File: src/design/multilevel_feedback_queue_scheduler_defines.svh
// Assertion macros shared by the scheduler RTL.
`ifndef MULTILEVEL_FEEDBACK_QUEUE_SCHEDULER_DEFINES_SVH
`define MULTILEVEL_FEEDBACK_QUEUE_SCHEDULER_DEFINES_SVH

// Same-cycle implication, checked outside reset.
`define MFQS_ASSERT_IMP(label, ante, cons, msg) \
  label: assert property (@(posedge clk) disable iff (!rst_n) (ante) |-> (cons)) \
    else $error(msg);

// Next-cycle implication, checked outside reset.
`define MFQS_ASSERT_NXT(label, ante, cons, msg) \
  label: assert property (@(posedge clk) disable iff (!rst_n) (ante) |=> (cons)) \
    else $error(msg);

`endif

File: src/design/mfqs_pkg.sv
// Shared types and constants of the feedback queue scheduler.
package mfqs_pkg;

  localparam int PID_W     = 4;
  localparam int BURST_W   = 16;
  localparam int EV_W      = 3;
  localparam int LVL_W     = 3;
  localparam int TIME_W    = 32;
  localparam int QUANT_W   = 16;
  localparam int NUM_QREG  = 4;
  localparam int CFG_IDX_W = 2;
  localparam int PID_SPAN  = 1 << PID_W;

  // Command codes
  localparam logic CMD_ADMIT = 1'b0;
  localparam logic CMD_TICK  = 1'b1;

  // Result event codes
  localparam logic [EV_W-1:0] EV_ADMIT  = 3'd0;
  localparam logic [EV_W-1:0] EV_REJECT = 3'd1;
  localparam logic [EV_W-1:0] EV_IDLE   = 3'd2;
  localparam logic [EV_W-1:0] EV_RAN    = 3'd3;
  localparam logic [EV_W-1:0] EV_DONE   = 3'd4;
  localparam logic [EV_W-1:0] EV_DEMOTE = 3'd5;

  typedef struct packed {
    logic               cmd;
    logic [PID_W-1:0]   pid;
    logic [BURST_W-1:0] burst;
  } in_item_t;

  typedef struct packed {
    logic [EV_W-1:0]   event_res;
    logic [PID_W-1:0]  run_pid;
    logic [LVL_W-1:0]  run_level;
    logic [TIME_W-1:0] now;
  } out_item_t;

  // Default quantum of a level: reset value of the registered levels,
  // fixed limit of the others.
  function automatic logic [QUANT_W-1:0] quantum_default(input int lvl);
    return QUANT_W'(2 * lvl + 2);
  endfunction

endpackage

File: src/design/mfqs_ram.sv
// Simple dual-port RAM holding the ring buffers of all levels.
module mfqs_ram #(
  parameter int DEPTH = 80,
  parameter int AW    = 7,
  parameter int DW    = 4
) (
  input  logic          clk,
  input  logic          we,
  input  logic [AW-1:0] waddr,
  input  logic [DW-1:0] wdata,
  input  logic          re,
  input  logic [AW-1:0] raddr,
  output logic [DW-1:0] rdata
);

  logic [DW-1:0] mem [DEPTH];

  // Write port
  always_ff @(posedge clk) begin
    if (we) begin
      mem[waddr] <= wdata;
    end
  end

  // Registered read port
  always_ff @(posedge clk) begin
    if (re) begin
      rdata <= mem[raddr];
    end
  end

endmodule

File: src/design/multilevel_feedback_queue_scheduler.sv
// Results: admit, reject and idle tick register their result in the execute state,
// an admit that rotates the last runner too; a tick that runs a process registers it in ST_TICK2.
// Throughput: a new item is accepted while the previous one executes, unless that is a tick that runs
// a process (registered ring read) or an admit that rotates the last runner (two ring writes); no receiver stall.
// Reset (rst_n low, synchronous) empties every level, clears all busy ids,
// zeroes the tick count and restores the quanta to 2, 4, 6 and 8.
`include "multilevel_feedback_queue_scheduler_defines.svh"

module multilevel_feedback_queue_scheduler #(
  parameter int LEVELS    = 5,
  parameter int MAX_PROCS = 16
) (
  input  logic                                clk,
  input  logic                                rst_n,
  input  logic                                start,
  input  mfqs_pkg::in_item_t                  in_data,
  output logic                                busy,
  output logic                                out_valid,
  output mfqs_pkg::out_item_t                 out_data,
  input  logic                                cfg_valid,
  output logic                                cfg_ready,
  input  logic [mfqs_pkg::CFG_IDX_W-1:0]      cfg_index,
  input  logic [mfqs_pkg::QUANT_W-1:0]        cfg_data
);
  import mfqs_pkg::*;

  localparam int LVW       = $clog2(LEVELS);
  localparam int SW        = $clog2(MAX_PROCS);
  localparam int CW        = $clog2(MAX_PROCS + 1);
  localparam int NSLOT     = (MAX_PROCS < PID_SPAN) ? MAX_PROCS : PID_SPAN;
  localparam int PW        = $clog2(NSLOT);
  localparam int AW        = LVW + SW;
  localparam int MEM_DEPTH = LEVELS << SW;
  localparam int TW        = $clog2(LEVELS * MAX_PROCS + 1);

  // Sequencer states
  localparam logic [1:0] ST_IDLE  = 2'd0;
  localparam logic [1:0] ST_EXEC  = 2'd1;
  localparam logic [1:0] ST_TICK2 = 2'd2;
  localparam logic [1:0] ST_ROT   = 2'd3;

  logic [1:0]         state_r, state_nxt;
  in_item_t           in_r;
  logic [QUANT_W-1:0] quantum_r [NUM_QREG];
  logic [SW-1:0]      head_r [LEVELS];
  logic [SW-1:0]      head_nxt [LEVELS];
  logic [CW-1:0]      count_r [LEVELS];
  logic [CW-1:0]      count_nxt [LEVELS];
  logic [BURST_W-1:0] rem_r [NSLOT];
  logic [QUANT_W-1:0] used_r [NSLOT];
  logic [NSLOT-1:0]   pid_busy_r, pid_busy_nxt;
  logic               run_valid_r, run_valid_nxt;
  logic [LVW-1:0]     run_level_r, run_level_nxt;
  logic [PID_W-1:0]   run_pid_r, run_pid_nxt;
  logic [TIME_W-1:0]  time_r, time_nxt;
  logic [LVW-1:0]     tick_lvl_r;
  logic [AW-1:0]      rot_addr_r, rot_addr_nxt;
  logic [PID_W-1:0]   rot_pid_r;
  logic               out_valid_r, out_valid_nxt;
  out_item_t          out_r, out_nxt;

  // Ring buffer port
  logic               mem_we, mem_re;
  logic [AW-1:0]      mem_waddr, mem_raddr;
  logic [PID_W-1:0]   mem_wdata, mem_rdata;

  // Per-process state write
  logic               proc_we;
  logic [PW-1:0]      proc_idx;
  logic [BURST_W-1:0] rem_wdata;
  logic [QUANT_W-1:0] used_wdata;

  logic               accept, long_op;
  logic               sel_found;
  logic [LVW-1:0]     sel_lvl;
  logic               pid_ok, adm_reject, rot;
  logic [PW-1:0]      pid_idx, p_idx;
  logic [SW-1:0]      tail0, rot_slot;
  logic [QUANT_W-1:0] q_lim, used_inc;
  logic [BURST_W-1:0] rem_cur;
  logic [QUANT_W-1:0] used_cur;
  logic [LVW-1:0]     next_lvl;
  logic               demote;
  logic [TW-1:0]      total_cnt;

  // Wrap a head+offset sum into the ring
  function automatic logic [SW-1:0] ring_wrap(input logic [SW:0] s);
    logic [SW:0] r;
    r = (s >= (SW+1)'(MAX_PROCS)) ? s - (SW+1)'(MAX_PROCS) : s;
    return r[SW-1:0];
  endfunction

  mfqs_ram #(
    .DEPTH (MEM_DEPTH),
    .AW    (AW),
    .DW    (PID_W)
  ) u_ram (
    .clk   (clk),
    .we    (mem_we),
    .waddr (mem_waddr),
    .wdata (mem_wdata),
    .re    (mem_re),
    .raddr (mem_raddr),
    .rdata (mem_rdata)
  );

  // Highest non-empty level
  always_comb begin
    sel_found = 1'b0;
    sel_lvl   = '0;
    for (int i = LEVELS - 1; i >= 0; i--) begin
      if (count_r[i] != '0) begin
        sel_found = 1'b1;
        sel_lvl   = LVW'(i);
      end
    end
  end

  // Admit checks and ring slots
  assign pid_ok     = int'(in_r.pid) < MAX_PROCS;
  assign pid_idx    = in_r.pid[PW-1:0];
  assign adm_reject = !pid_ok || pid_busy_r[pid_idx] || (count_r[0] >= CW'(MAX_PROCS));
  assign rot        = run_valid_r && (count_r[run_level_r] != '0);
  assign tail0      = ring_wrap((SW+1)'(head_r[0]) + (SW+1)'(count_r[0]));
  assign rot_slot   = (run_level_r == '0) ?
                      ring_wrap((SW+1)'(head_r[0]) + (SW+1)'(count_r[0]) + 1'b1) :
                      ring_wrap((SW+1)'(head_r[run_level_r]) +
                                (SW+1)'(count_r[run_level_r]));

  // Tick second half: process fetched from the ring
  assign p_idx    = mem_rdata[PW-1:0];
  assign rem_cur  = rem_r[p_idx];
  assign used_cur = used_r[p_idx];
  assign used_inc = (used_cur == '1) ? used_cur : used_cur + 1'b1;
  assign next_lvl = LVW'(tick_lvl_r + 1'b1);

  always_comb begin
    if (int'(tick_lvl_r) < NUM_QREG) begin
      q_lim = quantum_r[CFG_IDX_W'(tick_lvl_r)];
    end else begin
      q_lim = quantum_default(int'(tick_lvl_r));
    end
  end

  assign demote = (int'(tick_lvl_r) != LEVELS - 1) && (used_inc >= q_lim);

  // Handshake
  assign long_op = (state_r == ST_EXEC) &&
                   (((in_r.cmd == CMD_TICK) && sel_found) ||
                    ((in_r.cmd == CMD_ADMIT) && !adm_reject && rot));
  assign busy      = long_op;
  assign accept    = start && !busy;
  assign cfg_ready = 1'b1;
  assign out_valid = out_valid_r;
  assign out_data  = out_r;

  // Next-state and update logic
  always_comb begin
    state_nxt     = ST_IDLE;
    head_nxt      = head_r;
    count_nxt     = count_r;
    pid_busy_nxt  = pid_busy_r;
    run_valid_nxt = run_valid_r;
    run_level_nxt = run_level_r;
    run_pid_nxt   = run_pid_r;
    time_nxt      = time_r;
    rot_addr_nxt  = {run_level_r, rot_slot};
    out_valid_nxt = 1'b0;
    out_nxt       = '{event_res: EV_IDLE, run_pid: '0, run_level: '0, now: time_r};
    mem_we        = 1'b0;
    mem_waddr     = '0;
    mem_wdata     = in_r.pid;
    mem_re        = 1'b0;
    mem_raddr     = {sel_lvl, head_r[sel_lvl]};
    proc_we       = 1'b0;
    proc_idx      = pid_idx;
    rem_wdata     = in_r.burst;
    used_wdata    = '0;

    case (state_r)
      ST_EXEC: begin
        if (in_r.cmd == CMD_ADMIT) begin
          out_valid_nxt     = 1'b1;
          out_nxt.run_pid   = in_r.pid;
          out_nxt.event_res = EV_REJECT;
          if (!adm_reject) begin
            out_nxt.event_res     = EV_ADMIT;
            // Newcomer goes to the tail of level 0
            mem_we                = 1'b1;
            mem_waddr             = {LVW'(0), tail0};
            count_nxt[0]          = count_r[0] + 1'b1;
            pid_busy_nxt[pid_idx] = 1'b1;
            proc_we               = 1'b1;
            run_valid_nxt         = 1'b0;
            // Last runner leaves its head; written behind in ST_ROT
            if (rot) begin
              head_nxt[run_level_r] =
                ring_wrap((SW+1)'(head_r[run_level_r]) + 1'b1);
              state_nxt = ST_ROT;
            end
          end
        end else begin
          time_nxt = time_r + 1'b1;
          if (sel_found) begin
            mem_re    = 1'b1;
            state_nxt = ST_TICK2;
          end else begin
            run_valid_nxt = 1'b0;
            out_valid_nxt = 1'b1;
            out_nxt.now   = time_r + 1'b1;
          end
        end
      end

      ST_TICK2: begin
        out_valid_nxt     = 1'b1;
        out_nxt.run_pid   = mem_rdata;
        out_nxt.run_level = LVL_W'(tick_lvl_r);
        proc_we           = 1'b1;
        proc_idx          = p_idx;
        if (rem_cur <= BURST_W'(1)) begin
          // Completion
          out_nxt.event_res     = EV_DONE;
          rem_wdata             = '0;
          used_wdata            = used_cur;
          head_nxt[tick_lvl_r]  = ring_wrap((SW+1)'(head_r[tick_lvl_r]) + 1'b1);
          count_nxt[tick_lvl_r] = count_r[tick_lvl_r] - 1'b1;
          pid_busy_nxt[p_idx]   = 1'b0;
          run_valid_nxt         = 1'b0;
        end else if (demote) begin
          // Move to the tail of the next level down
          out_nxt.event_res     = EV_DEMOTE;
          rem_wdata             = rem_cur - 1'b1;
          used_wdata            = '0;
          head_nxt[tick_lvl_r]  = ring_wrap((SW+1)'(head_r[tick_lvl_r]) + 1'b1);
          count_nxt[tick_lvl_r] = count_r[tick_lvl_r] - 1'b1;
          count_nxt[next_lvl]   = count_r[next_lvl] + 1'b1;
          mem_we                = 1'b1;
          mem_waddr             = {next_lvl,
                                   ring_wrap((SW+1)'(head_r[next_lvl]) +
                                             (SW+1)'(count_r[next_lvl]))};
          mem_wdata             = mem_rdata;
          run_valid_nxt         = 1'b0;
        end else begin
          out_nxt.event_res = EV_RAN;
          rem_wdata         = rem_cur - 1'b1;
          used_wdata        = used_inc;
          run_valid_nxt     = 1'b1;
          run_level_nxt     = tick_lvl_r;
          run_pid_nxt       = mem_rdata;
        end
      end

      ST_ROT: begin
        mem_we    = 1'b1;
        mem_waddr = rot_addr_r;
        mem_wdata = rot_pid_r;
      end

      default: ;
    endcase

    if (accept) begin
      state_nxt = ST_EXEC;
    end
  end

  // Control registers
  always_ff @(posedge clk) begin
    if (!rst_n) begin
      state_r     <= ST_IDLE;
      head_r      <= '{default: '0};
      count_r     <= '{default: '0};
      pid_busy_r  <= '0;
      run_valid_r <= 1'b0;
      run_level_r <= '0;
      time_r      <= '0;
      out_valid_r <= 1'b0;
      for (int i = 0; i < NUM_QREG; i++) begin
        quantum_r[i] <= quantum_default(i);
      end
    end else begin
      state_r     <= state_nxt;
      head_r      <= head_nxt;
      count_r     <= count_nxt;
      pid_busy_r  <= pid_busy_nxt;
      run_valid_r <= run_valid_nxt;
      run_level_r <= run_level_nxt;
      time_r      <= time_nxt;
      out_valid_r <= out_valid_nxt;
      if (cfg_valid && cfg_ready) begin
        quantum_r[cfg_index] <= cfg_data;
      end
    end
  end

  // Payload registers
  always_ff @(posedge clk) begin
    if (accept) begin
      in_r <= in_data;
    end
    if (state_r == ST_EXEC) begin
      tick_lvl_r <= sel_lvl;
      rot_addr_r <= rot_addr_nxt;
      rot_pid_r  <= run_pid_r;
    end
    if (proc_we) begin
      rem_r[proc_idx]  <= rem_wdata;
      used_r[proc_idx] <= used_wdata;
    end
    run_pid_r <= run_pid_nxt;
    out_r     <= out_nxt;
  end

  // Occupancy across all levels
  always_comb begin
    total_cnt = '0;
    for (int i = 0; i < LEVELS; i++) begin
      total_cnt = total_cnt + TW'(count_r[i]);
    end
  end

  // Every scheduled id sits in exactly one level slot
  `MFQS_ASSERT_IMP(a_busy_matches_fill, 1'b1, $countones(pid_busy_r) == int'(total_cnt), "busy ids and level occupancy disagree")
  // The last runner is still queued in its level
  `MFQS_ASSERT_IMP(a_runner_queued, run_valid_r, count_r[run_level_r] != '0, "runner level is empty")
  // A fetched head always yields a result next cycle
  `MFQS_ASSERT_NXT(a_tick_result, state_r == ST_TICK2, out_valid_r, "tick gave no result")
  // Results only come from the execute or fetch steps
  `MFQS_ASSERT_IMP(a_result_source, out_valid_r, $past(state_r == ST_EXEC || state_r == ST_TICK2), "result from wrong step")

endmodule
File: config.mk
export PLATFORM = sky130hd
export DESIGN_NAME = multilevel_feedback_queue_scheduler
export DESIGN_NICKNAME = d
export VERILOG_FILES = /design/src/design/mfqs_pkg.sv /design/src/design/mfqs_ram.sv /design/src/design/multilevel_feedback_queue_scheduler.sv
export VERILOG_INCLUDE_DIRS = /design/src /design/src/design
export SDC_FILE = /design/constraint.sdc
export NUM_CORES = 2
export LEC_CHECK = 0
export ABC_AREA = 1
export BUFFER_PORTS_ARGS = -buffer_cell sky130_fd_sc_hd__buf_2
export CAP_MARGIN = 20
export CELL_PAD_IN_SITES_DETAIL_PLACEMENT = 0
export CELL_PAD_IN_SITES_GLOBAL_PLACEMENT = 1
export CORE_ASPECT_RATIO = 1.2
export CORE_MARGIN = 3
export CORE_UTILIZATION = 55
export DETAILED_ROUTE_END_ITERATION = 8
export PLACE_DENSITY = 0.85
export RECOVER_POWER = 50
export SLEW_MARGIN = 20
export SYNTH_ARGS = -nofsm -noshare
export SYNTH_HDL_FRONTEND = slang
export SYNTH_SLANG_ARGS = --single-unit
File: constraint.sdc
create_clock -name clk -period 12.73 [get_ports clk]
set_input_delay 2.546 -clock clk [delete_from_list [all_inputs] [get_ports clk]]
set_output_delay 2.546 -clock clk [all_outputs]
set_load 0.01 [all_outputs]
==> results.md <==
- Status: finished with violations
- Failing checks: capacitance limit, slew limit
- Die Width: approximately 270 microns
- Die area: 90400 sq um
- Top FF cell, synth: edfxtp_1
- Post-synth top area share: 0.591
- Total grt overflow: 0
- Hold endpoint: rot_pid_r[3]
- Cell count of the worst hold path: 0
- Core area: 85500 sq um
- CP Class: flip-flop to flip-flop
- R2r endpoint: used_r[4][1]
- Min Hold Slack: 0.405 ns
- Post-synth top cells: edfxtp_1, nand2_1, inv_1
- Pwr/cell area: approximately 160 nW/um^2
- Leak pwr: 0.0191 uW
- Post-synthesis average cell area: 10.8 sq um
- Most common cell in the netlist: edfxtp_1
- Final setup viols: 0
- Clock buffer depth: 3
- Port Buffers: 86
- PnR worst setup slack: between 2 and 3 ns
- CTS tree: done
- I/O pins: 88
- Chip height: around 330 microns
- Min-delay worst type: flip-flop to flip-flop
- GRT Total Usage: 0.277
- Yosys warns: 0
- Area after DPL: 49200 sq um
- Req. time, crit path: 13.04 ns
- Synth-to-Final Area Change: 9.91%
- Critical-path top delay cell: nor2_1
- Worst-Margin Slew: 4.61 ns
- Detailed placer's ending HPWL: 75100 microns
- Post-Syn Area: 47700 sq um
- Htree depth: 3
- Synth Net Count: about 4500
- Crit-path cells: clkinv_1 > nor2_1 > buf_4 > buf_4 > a22oi_1 > nand2_1 > nand2_1 > nand4_1 > inv_1 > ha_1 > or2_2 > nand3_1 > nor2_1 > nand3_1 > clkinvlp_2 > nor2_4 > nand2_1 > a21oi_1
- Reg-to-reg startpoint: u_ram.rdata[0]
- Critical Path AT: about 10 ns
- R2r setup slk: 2.80 ns
- Leading area contributor after synthesis: edfxtp_1
- Fin crit share: 0.780
- Clock Latency Late Sink: 0.68 ns
- Hold buffers post-CTS: 0
- Starting Density: 0.558
- Sequential element share of the synthesized area: 0.651
- Max Freq: 101 MHz
- Vias: 33600
- DRT Wirelength: around 130000 microns
- Async SR Flop Fraction: 0
- Antenna Nets Post-Route: 0
- RSZ-0062 raised after global routing: false
- Pre-antenna DRT Iters: 6
- Rows: ~120
- Min cycle time layout: ~10 ns
- Post-synthesis register bit count: around 1100
- Final hold vios: 0
- Number of remaining DRC errors: 0
- Largest net degree at the start of global routing: 113
- Clk sinks: 1083
- Layout net count: approximately 4600
- Pins Over Slew Limit: ~830
- Post-synth EDFFs: between 900 and 1000
- Gr busiest metal: met2
- Final instance area: approximately 52000 sq um
- TritonCTS Buffers: roughly 100
- Vias in the first global route: 32200
- Ant diodes: 0
- Crit start category: flip-flop
- Post-DR vias/cell: 5.89
- Crit-path max cell delay: roughly 1.9 ns
- Post-synth cell types: 56
- Crit Path Max Fanout: 56
- Initial antenna violation count: 2
- Root buffer cell: clkbuf_16
- Share of cells above drive strength 1: 0.0709
- Kind of end point of the critical path: flip-flop
- CTS clk-pin slew, worst paths: 0.06 ns
- HP Start: run_pid_r[3]
- Met1 usage: 0.365
- Final GP Congestion: ~0.94
- First DRT Iteration DRCs: approximately 3700
- Pre-CTS setup slack: 4.84 ns
- Met2 Resource Use GR: 0.467
- R2r worst-path depth: 18
- Final clock skew: 0.0321 ns
- Most used cell along the critical path: nand2_1
- Wirelength per Cell: 22.1 microns
- Setup Fix Bufs, Post-CTS: 0
- # Max-Cap Violations: 23
- Resized Gates After CTS: 0
- Gate Count Post-Synth: between 4000 and 5000
- Synth top area cells: edfxtp_1, nand2_1, dfxtp_1
- Slew HR: -2.08
- First-pass GRT wire length: about 190000 microns
- Worst VDD drop: roughly 130 uV
- Setup TNS: 0 ns
- Grt met3 use: 0.0383
layout by cell type, fill, tap and decap left out, types with 5 or more instances in the layout:
cell and count:
nand3_2 6, nand2_2 16, xor2_1 55, o211ai_1 39, ha_1 42, nor2_4 24, nor4_1 10, nand2_1 825
clkinv_1 27, a21oi_2 5, buf_2 39, bufinv_16 15, a22oi_1 258, buf_4 28, nand3_1 373, o21ai_0 245
o21ai_1 16, xnor2_1 16, nor3_1 24, nor2_1 373, o22ai_1 59, clkinvlp_4 5, a221oi_1 7, nand3b_1 34
clkbuf_1 100, nand3_4 5, clkbuf_16 103, inv_2 23, a211oi_1 5, edfxtp_1 939, or2_2 8, clkinv_2 17
o221ai_1 15, a31oi_1 9, nand4_1 38, inv_1 443, dfxtp_1 144, a21oi_1 135
state kept, by name, indices dropped and copies added (netlist names), named ones only:
name and cells:
u_ram.mem 320, run_level_r 3, run_valid_r 1, rot_pid_r 4, u_ram.rdata 4, tick_lvl_r 3, pid_idx 4, run_pid_r 4
out_valid 1, quantum_r 64, out_data 42, time_r 32, pid_busy_r 16, rem_r 256, head_r 20, in_r 17
state_r 2, rot_addr_r 7, count_r 25, used_r 256
worst max-delay path, delay by kind of cell, from the launching register on:
family / cells / cell delay (ns)
and+or+nand+nor: 10 / 4.65
buffers and inverters: 5 / 2.88
AOI/OAI and AO/OA: 2 / 1.07
DFF: 1 / 0.60
adders and majority gates: 1 / 0.25
how the worst max path moves through the flow:
stage	start	to	cells after the start	slack, ns
3_5_place_dp	u_ram.rdata[0]	u_ram.mem[45][2]	30	4.84
5_1_grt	u_ram.rdata[0]	rem_r[2][7]	18	2.28
3_3_place_gp	u_ram.rdata[0]	u_ram.mem[40][0]	30	5.09
4_1_cts	u_ram.rdata[0]	u_ram.mem[45][2]	30	4.84
2_1_floorplan	u_ram.rdata[0]	u_ram.mem[0][0]	30	7.21
6_report	u_ram.rdata[0]	used_r[4][1]	18	2.80
stage by stage:
| stage | total power, uW | util | instances |
|---|---|---|---|
| after floorplan | 4860 | - | 4433 |
| after global placement | 5240 | 0.576 | 5515 |
| after detailed placement | 5240 | 0.576 | 5515 |
| after CTS | 8310 | 0.616 | 5700 |
| after global routing | 8580 | 0.614 | 5702 |
| final | 8280 | 0.614 | 5702 |
final cells by class:
class / count / area, sq um
Fill cell: 6984 / 33000
Sequential cell: 1083 / 31100
Multi-Input combinational cell: 2678 / 14000
Clock buffer: 121 / 2660
Inverter: 476 / 1790
Tap cell: 1130 / 1410
Clock inverter: 64 / 762
Timing Repair Buffer: 150 / 717
layer usage:
metal | vias to the layer above | wire length [microns]
met5 | - | 0
met4 | 0 | 4600
met3 | 302 | 9610
met2 | 1443 | 62100
met1 | 16200 | 49700
li1 | 15700 | -
report_power, final:
part / switching, uW / internal (uW)
Clock: 1300 / 1800
Combinational: 886 / 327
Sequential: 31.2 / 3940
Total: 2220 / 6060
cell families (layout without fill, tap and decap cells):
family / count (synthesis) / after routing / synth area share
flip-flops: 1083 / 1083 / 0.651
AND/OR/NAND/NOR: 1756 / 1756 / 0.160
buffers and inverters: 672 / 811 / 0.0586
adder cells (fa/ha/maj): 45 / 45 / 0.0123
XOR/XNOR: 71 / 71 / 0.0130
AO/OA/AOI/OAI: 805 / 805 / 0.105
other: 1 / 1 / 0.0000786
Power figures use the tool's default switching activity.
